`config.mk`:
```
export PLATFORM = sky130hd
export DESIGN_NAME = tmos_ctrl
export DESIGN_NICKNAME = d
export VERILOG_FILES = /design/src/rtl/tmos_pkg.sv /design/src/rtl/tmos_ctrl.sv
export SDC_FILE = /design/constraint.sdc
export NUM_CORES = 1
export LEC_CHECK = 0
export ABC_AREA = 1
export BUFFER_PORTS_ARGS = -buffer_cell sky130_fd_sc_hd__buf_2
export CAP_MARGIN = 20
export CORE_AREA = 2 2 39 41
export DETAILED_ROUTE_END_ITERATION = 10
export DIE_AREA = 0 0 41 43
export PLACE_DENSITY = 0.44
export SYNTH_ARGS = -nofsm -noshare
export SYNTH_HDL_FRONTEND = slang
export SYNTH_SLANG_ARGS = --single-unit
```
`constraint.sdc`:
```
create_clock -name i_clk -period 2.9 [get_ports i_clk]
set_input_delay 0.58 -clock i_clk [delete_from_list [all_inputs] [get_ports i_clk]]
set_output_delay 0.58 -clock i_clk [all_outputs]
set_load 0.005 [all_outputs]
```
`src/rtl/tmos_pkg.sv`:
```
// Shared types and constants for the tile map with override slots.
`default_nettype none
package tmos_pkg;

    localparam logic [1:0] ACT_LOAD   = 2'd0;
    localparam logic [1:0] ACT_SET    = 2'd1;
    localparam logic [1:0] ACT_CLEAR  = 2'd2;
    localparam logic [1:0] ACT_LOOKUP = 2'd3;

    localparam logic [1:0] REG_MAP_WIDTH  = 2'd0;
    localparam logic [1:0] REG_MAP_HEIGHT = 2'd1;
    localparam logic [1:0] REG_SOLID_THR  = 2'd2;

    localparam logic [7:0] FREE_TILE = 8'hFF;
    localparam logic [7:0] WALL_TILE = 8'h80;
    localparam logic [7:0] THR_RESET = 8'd128;

    typedef struct packed {
        logic load;
        logic scan_step;
        logic commit;
        logic sweep_step;
    } t_cmd;

    typedef struct packed {
        logic [1:0] action;
        logic       oob;
        logic       scan_last;
        logic       sweep_last;
    } t_sts;

    typedef struct packed {
        logic [6:0] map_width;
        logic [6:0] map_height;
        logic [7:0] solid_thr;
    } t_cfg;

endpackage
`default_nettype wire

```
`src/rtl/tmos_ctrl.sv`:
```
// Controller: sequences the memory sweep, slot scan and result handoff.
`default_nettype none
module tmos_ctrl
    import tmos_pkg::*;
(
    input  wire  i_clk,
    input  wire  i_rst_n,
    input  wire  i_in_valid,
    output logic o_in_ready,
    output logic o_out_valid,
    input  wire  i_out_ready,
    output t_cmd o_cmd,
    input  t_sts i_sts
);

    localparam logic [2:0] S_SWEEP  = 3'd0;
    localparam logic [2:0] S_IDLE   = 3'd1;
    localparam logic [2:0] S_DECODE = 3'd2;
    localparam logic [2:0] S_SCAN   = 3'd3;
    localparam logic [2:0] S_DONE   = 3'd4;

    logic [2:0] r_state;
    logic [2:0] n_state;
    logic       r_out_valid;

    always_comb begin
        n_state    = r_state;
        o_cmd      = '0;
        o_in_ready = 1'b0;
        unique case (r_state)
            S_SWEEP: begin
                o_cmd.sweep_step = 1'b1;
                if (i_sts.sweep_last) n_state = S_IDLE;
            end
            S_IDLE: begin
                o_in_ready = 1'b1;
                if (i_in_valid) begin
                    o_cmd.load = 1'b1;
                    n_state    = S_DECODE;
                end
            end
            S_DECODE: begin
                if (i_sts.action == ACT_SET || (i_sts.action == ACT_LOOKUP && !i_sts.oob)) begin
                    n_state = S_SCAN;
                end else begin
                    n_state = S_DONE;
                end
            end
            S_SCAN: begin
                o_cmd.scan_step = 1'b1;
                if (i_sts.scan_last) n_state = S_DONE;
            end
            S_DONE: begin
                if (!r_out_valid || i_out_ready) begin
                    o_cmd.commit = 1'b1;
                    n_state      = S_IDLE;
                end
            end
            default: begin
                n_state = S_SWEEP;
            end
        endcase
    end

    always_ff @(posedge i_clk) begin
        if (!i_rst_n) begin
            r_state     <= S_SWEEP;
            r_out_valid <= 1'b0;
        end else begin
            r_state <= n_state;
            if (o_cmd.commit) begin
                r_out_valid <= 1'b1;
            end else if (i_out_ready) begin
                r_out_valid <= 1'b0;
            end
        end
    end

    assign o_out_valid = r_out_valid;

    a_commit_slot_free: assert property (@(posedge i_clk) disable iff (!i_rst_n)
        o_cmd.commit |-> (!r_out_valid || i_out_ready))
        else $error("result committed over an untaken result");

    a_commit_shows: assert property (@(posedge i_clk) disable iff (!i_rst_n)
        o_cmd.commit |=> r_out_valid)
        else $error("committed result not presented");

    a_accept_decode: assert property (@(posedge i_clk) disable iff (!i_rst_n)
        (i_in_valid && o_in_ready) |=> (r_state == S_DECODE))
        else $error("accepted item not decoded");

    a_no_overlap: assert property (@(posedge i_clk) disable iff (!i_rst_n)
        $countones({o_cmd.load, o_cmd.scan_step, o_cmd.commit, o_cmd.sweep_step}) <= 1)
        else $error("datapath commands overlap");

endmodule
`default_nettype wire

```
Yosys cells after proc, flatten, opt, wreduce, memory -nomap -nowiden

Index checks and enable logic that the tools add are counted.

Eq/ne operators: 10
Muxes and demuxes: 15
Reductions and logical operators: 8

Operators with widths:

| kind               | count |
|---|---|
| $mux 3             | 5 |
| $pmux 3 s5         | 1 |
| $mux 1             | 9 |
| $ne 2x2->1 const B | 4 |
| $eq 3x2->1 const B | 2 |
| $reduce_and 4->1   | 1 |
| $eq 3x1->1 const B | 1 |
| $eq 3x3->1 const B | 1 |
| $logic_not 3->1    | 1 |
| $eq 2x1->1 const B | 1 |
| $eq 2x2->1 const B | 1 |
| $logic_not 1->1    | 2 |
| $logic_or 1x1->1   | 2 |
| $reduce_bool 2->1  | 1 |
| $logic_and 1x1->1  | 1 |

Register bits after elaboration: 4
Word-level logic and storage cells: 35

Logic depth before layout (Yosys ltp)

Gate-level depths: netlist of the first run.

Depth after elaboration: 5
Depth in mapped cells: 9
Depth with buffers taken out: 8

Worst setup path after synthesis of the first run

Ideal clock, no wire load.

Path type: input -> output
Start: input port i_out_ready
End: output port o_cmd[1] (netlist bit)
Data arrival time: 0.853 ns
Slack: 1.467 ns
Cell stages on the path: 4
Buffers on the path: 0
Cells stage by stage: inv_1 nand2_1 inv_1 nor2_1

RTL lines:

| item               | line            | source |
|---|---|---|
| start: declaration | tmos_ctrl.sv:11 | `input wire i_out_ready,` |
| end: declaration   | tmos_ctrl.sv:12 | `output t_cmd o_cmd,` |

==> results of run 1 <==
registers in the layout, summed over array words and instances, names as in the netlist:
register / cells
o_out_valid: 1
r_state: 3
stage by stage:
step	util	total power, mW	hold WS (ns)
5_1_grt	0.2984	0.4854	0.5771
3_5_place_dp	0.2821	0.3712	0.5380
6_report	0.2984	0.4316	0.5342
4_1_cts	0.2984	0.4423	0.5438
3_3_place_gp	0.2821	0.3702	0.5426
2_1_floorplan	-	0.3153	0.5294
per-layer routing:
layer | vias to the layer above | wire (um) | GRT usage
li1 | 205 | - | -
met1 | 161 | 348 | 0.1058
met2 | 9 | 350 | 0.1719
met3 | 0 | 36 | 0.04712
met4 | 0 | 0 | 0.04000
met5 | - | 0 | 0
layout make-up:
type / count / area [sq um]
Fill cell: 172 / 970.9
Multi-Input combinational cell: 42 / 190.2
Sequential cell: 4 / 80.08
Timing Repair Buffer: 14 / 70.07
Inverter: 8 / 30.03
Clock buffer: 3 / 22.52
Tap cell: 16 / 20.02
cells in the final DEF (no fill, tap or decap), drive strengths merged:
master	count
a21boi	1
nor4	1
inv	8
buf	14
dfxtp	4
nor2	17
nand3	8
nand2	12
nor3	2
clkbuf	3
nand3b	1
worst max-delay path by stage:
stage,to,slack [ns],cells after the start
after floorplan,o_cmd[1],1.47,4
after global placement,o_cmd[1],1.30,6
after detailed placement,o_cmd[1],1.29,6
after CTS,o_cmd[1],1.12,4
after global routing,o_cmd[1],1.01,4
final,o_cmd[1],1.13,4
critical path: cells and delay by family, from the launching register on:
kind	cells	cell delay [ns]
buffers and inverters	1	0.11
flip-flops	1	0.40
AND/OR/NAND/NOR	3	0.44
power breakdown:
group	leakage (nW)	switching [mW]	internal [mW]	total, mW
clock network	0.0138	0.0212	0.0462	0.0673
logic	0.192	0.131	0.100	0.232
registers	0.0330	0.0523	0.0802	0.133
total	0.239	0.205	0.227	0.432
logic make-up after synthesis:
| kind of cell | count (synthesis) | share of synthesized area |
|---|---|---|
| simple gates | 41 | 0.5726 |
| buf+inv | 10 | 0.1530 |
| flops | 4 | 0.2510 |
| compound gates | 1 | 0.02354 |
==> run metrics, run 1 <==
outcome=completed; worst clock skew=0.001585 ns; CTS tree=yes; total die area=1763 sq um; Endpoint, Worst Hold=o_out_valid; antenna violations before repair=0; Synth cell types=14; area grow syn2layout=29.41%; Setup crit end kind=output pin; setup ws final=1.133 ns; post-synth top area share=0.2510; #FFs+latches synth=4; Chip Height=43 um; Post-synth top flop=dfxtp_1; startpoint types=register; vias in the first global route=323; IO Count=15; Die Wd=41 um; GRT overflow=0; worst IR drop on VDD=0.0002214 V; RSZ-0062 raised after global routing=no; Final Critical Period=1.767 ns; first-pass GRT wire length=1.242 mm; Hold Path Class=register to register; total negative slack=0 ns; MaxCap Viol Count=0; final hold vios=0; Worst Setup SP=r_state[1]; Max-slew headroom=0.7648; # rows=14; pin slew with the least headroom to its limit=0.3523 ns; total track usage=0.1033; commonest cells in the netlist=14 x nor2_1, 11 x nand2_1, 8 x nand3_1; fmax=0.5660 GHz; NumNets Final=82; reg2reg end=r_state[2]; CTS Sinks=4; Syn Nets=65; Core Area=1384 sq um; Period Utilization, post-route=0.6093; pre-CTS setup slack=1.290 ns; initial DRC count=4; synthesized area per cell=5.697 sq um; worst hold path cell count=2; CTS Root Cell=clkbuf_4; crit-path cells=nor2_2 > nand2_2 > nor2_1 > buf_2; flop-to-flop setup slack=1.62 ns; Finished Cell Area=412.9 sq um; hold buffer count at cts=0; vias=375; sequential share of the synthesized area=0.2510; Num CTS Buffers=3; worst-case clock buffer depth=2; port bufs=14; count of final setup violators=0; DR pass1 iterations=4; Antenna diodes=0; largest net degree at the start of global routing=11; Syn Inst Count=56; DP Cell Count=84; DP HPWL=610.8 um; clk_lat worst skew=0.23 ns; synth top area cells=dfxtp_1 25%, nor2_1 16%, nand2_1 13%; Critical R2R Launch=r_state[2]; Resize count post-CTS=0; htree depth=1; slowest cell on the critical path=dfxtp_1; YS warnings=0; Routed WL per cell=8.448 um; gpl congestion=0.6361; Worst Path Arrival=1.19 ns; antenna-violating nets left=0; Residual DRC=0; leakage=0.2386 nW; CTS clk-pin slew, worst paths=0.04 ns; Post-CTS Repair Setup Buffers=0; Area after DPL=390.4 sq um; Crit path required time=2.32 ns; Avg Vias per Cell=4.310; initial core utilization=0.2306; number of synthesized flops with an enable pin=0; Worst R2R Path Depth=7; crit-path max cell delay=0.40 ns; most frequent cell after synthesis=nor2_1; cell area power density=1045 nW/um^2; ys async rst share=0; layout cells sized above 1=0.3239; cell accounting for the most synthesized area=dfxtp_1; fin. max-slew vios=0; worst hold start=o_out_valid; Crit Path Class=register to output pin; Cell Area, Synth=319.1 sq um; DRT Wirelength=735 um; fin cells=87; Max FO, Critical Path=10
No activity file was read; power rests on OpenSTA's default activity.
==> inputs of run 2 (changes only) <==
--- a/config.mk
+++ b/config.mk
@@ -11,7 +11,7 @@
 export CORE_AREA = 2 2 39 41
 export DETAILED_ROUTE_END_ITERATION = 10
 export DIE_AREA = 0 0 41 43
-export PLACE_DENSITY = 0.44
+export PLACE_DENSITY = 0.45
 export SYNTH_ARGS = -nofsm -noshare
 export SYNTH_HDL_FRONTEND = slang
 export SYNTH_SLANG_ARGS = --single-unit
==> constraint.sdc (replaced) <==
create_clock -name i_clk -period 1.6 [get_ports i_clk]
set_input_delay 0.32 -clock i_clk [delete_from_list [all_inputs] [get_ports i_clk]]
set_output_delay 0.32 -clock i_clk [all_outputs]
set_load 0.005 [all_outputs]
==> run metrics, run 2 (synthesis gave the netlist of run 1 again) <==
GRT overflow=0 (unchanged); setup ws final=0.1493 ns (-0.9839 ns); DR pass1 iterations=4 (unchanged); largest net degree at the start of global routing=11 (unchanged); cell family with most CP delay=flip-flops; outcome=completed; CTS Root Cell=clkbuf_4; cell internal pwr=0.4215 mW (+86%); Period Utilization, post-route=0.9067; commonest cells after routing, fill and taps aside=14 x nor2_1, 14 x buf_2, 11 x nand2_1, 8 x nand3_1, 6 x inv_1; worst hold path cell count=3 (+1); CTS clk-pin slew, worst paths=0.04 ns (about the same); pin slew with the least headroom to its limit=0.3858 ns (+0.03345 ns); P_sw=0.3840 mW (+87%); vias=367 (-2.1%); leakage=0.2403 nW (+0.71%); Critical R2R Launch=r_state[2]; Post-CTS Repair Setup Buffers=0 (unchanged); initial core utilization=0.2306 (unchanged); Num CTS Buffers=3 (unchanged); Worst Setup SP=r_state[1]; pre-CTS setup slack=0.3372 ns (-0.9528 ns); Residual DRC=0 (unchanged); final hold vios=0 (unchanged); Worst Path Arrival=1.13 ns (-0.06 ns); Crit path required time=1.28 ns (-1.04 ns); layout cells sized above 1=0.3380 (+0.01408); flop-to-flop setup slack=0.35 ns (-1.27 ns); clk_lat worst skew=0.24 ns (about the same); slowest cell on the critical path=dfxtp_1; cell area power density=1922 nW/um^2 (+84%); DRT Wirelength=737 um (+0.27%); Die Wd=41 um (unchanged); fin cells=87 (unchanged); port bufs=14 (unchanged); total track usage=0.1192 (+0.01593); Core Util, Final=0.3029 (+0.004520); gpl congestion=0.6757 (+6.2%); switching part of the total=0.4767 (+0.001789); hold buffer count at cts=0 (unchanged); total negative slack=0 ns (unchanged); CP Buf/Inv Count=1 (unchanged); first-pass GRT wire length=1.421 mm (+14%); count of final setup violators=0 (unchanged); crit-path cells=nor2_4 > nand2_2 > nor2_1 > buf_2; Gate power share=0.528 (-0.009); Routed WL per cell=8.471 um (+0.27%); Fill cells=168 (-2.3%); initial DRC count=2 (-2); MaxCap Viol Count=0 (unchanged); Multi-input gate area=195.2 sq um (+2.6%); DP Cell Count=84 (unchanged); Antenna diodes=0 (unchanged); Hold Path Class=input port to register; reg2reg end=r_state[0]; Crit Path Class=register to output pin; fmax=0.6893 GHz; Largest register FFs=3 (unchanged); CTS Sinks=4 (unchanged); sequential power share=0.313 (+0.006); # rows=14 (unchanged); Final Critical Period=1.451 ns; Resize count post-CTS=0 (unchanged); Largest Register=r_state; vias in the first global route=356 (+10%); worst IR drop on VDD=0.0003337 V (+51%); Reg area=81.33 sq um (+1.6%); RSZ-0062 raised after global routing=no; crit-path max cell delay=0.41 ns (about the same); fin. max-slew vios=0 (unchanged); startpoint types=register; DP HPWL=586.6 um (-4.0%); area grow syn2layout=31.37%; Max-slew headroom=0.7425 (-0.02233); Endpoint, Worst Hold=r_state[0]; Clock Power Share=0.158 (+0.002); IO Count=15 (unchanged); Max FO, Critical Path=10 (unchanged); Core Area=1384 sq um (unchanged); antenna violations before repair=0 (unchanged); worst hold start=i_rst_n; htree depth=1 (unchanged); total die area=1763 sq um (unchanged); NumNets Final=82 (unchanged); antenna-violating nets left=0 (unchanged); worst clock skew=0.006920 ns (+0.005335 ns); worst-case clock buffer depth=2 (unchanged); Chip Height=43 um (unchanged); Avg Vias per Cell=4.218 (-2.1%); Worst R2R Path Depth=7 (unchanged); CTS tree=yes; Setup crit end kind=output pin
==> run 2: cell counts in the layout (fill, tap and decap cells not counted) <==
Identical to the previous run, type by type.
==> run 2: worst register-to-register path, delay by kind of cell (launching register included) <==
| kind | cells | cell delay [ns] |
|---|---|---|
| buf+inv | 1 | 0.09 |
| flops | 1 | 0.51 |
| simple gates | 6 | 0.53 |
==> run 2: power by group through the flow <==
| stage | clock, mW | sequential (mW) | combinational, mW |
|---|---|---|---|
| final | 0.128 | 0.252 | 0.426 |
| after global routing | 0.143 | 0.272 | 0.497 |
| after CTS | 0.131 | 0.242 | 0.428 |
| after detailed placement | 0 | 0.242 | 0.426 |
| after global placement | 0 | 0.245 | 0.425 |
| after floorplan | 0 | 0.176 | 0.396 |
==> run 2: layout make-up <==
cell class | instances | area share
repair buffers | 14 | 0.1672
flip-flops and latches | 4 | 0.1940
clock buffers | 3 | 0.05373
inverters | 8 | 0.07164
multi-input cells | 42 | 0.4657
well taps | 16 | 0.04776
==> run 2: worst max-delay path by stage <==
stage                       endpoint  cells after the start
after floorplan             o_cmd[1]                      4
after global placement    r_state[0]                      7
after detailed placement  r_state[1]                      8
after CTS                   o_cmd[1]                      4
after global routing        o_cmd[2]                      3
final                       o_cmd[1]                      4
==> run 2: per-layer routing <==
layer,vias up,wire (um),GRT usage
met4,0,14,0.08000
met2,8,364,0.1750
met5,-,0,0
met3,2,29,0.03141
li1,206,-,-
met1,151,328,0.1438
==> run 2: through the flow <==
step	power (mW)	hold WS (ns)	instance area, sq um
finish	0.8055	0.3428	419.2
global route	0.9122	0.3511	419.2
CTS	0.8002	0.3459	412.9
detailed placement	0.6687	0.5471	390.4
global placement	0.6694	0.5368	390.4
floorplan	0.5715	0.4407	319.1
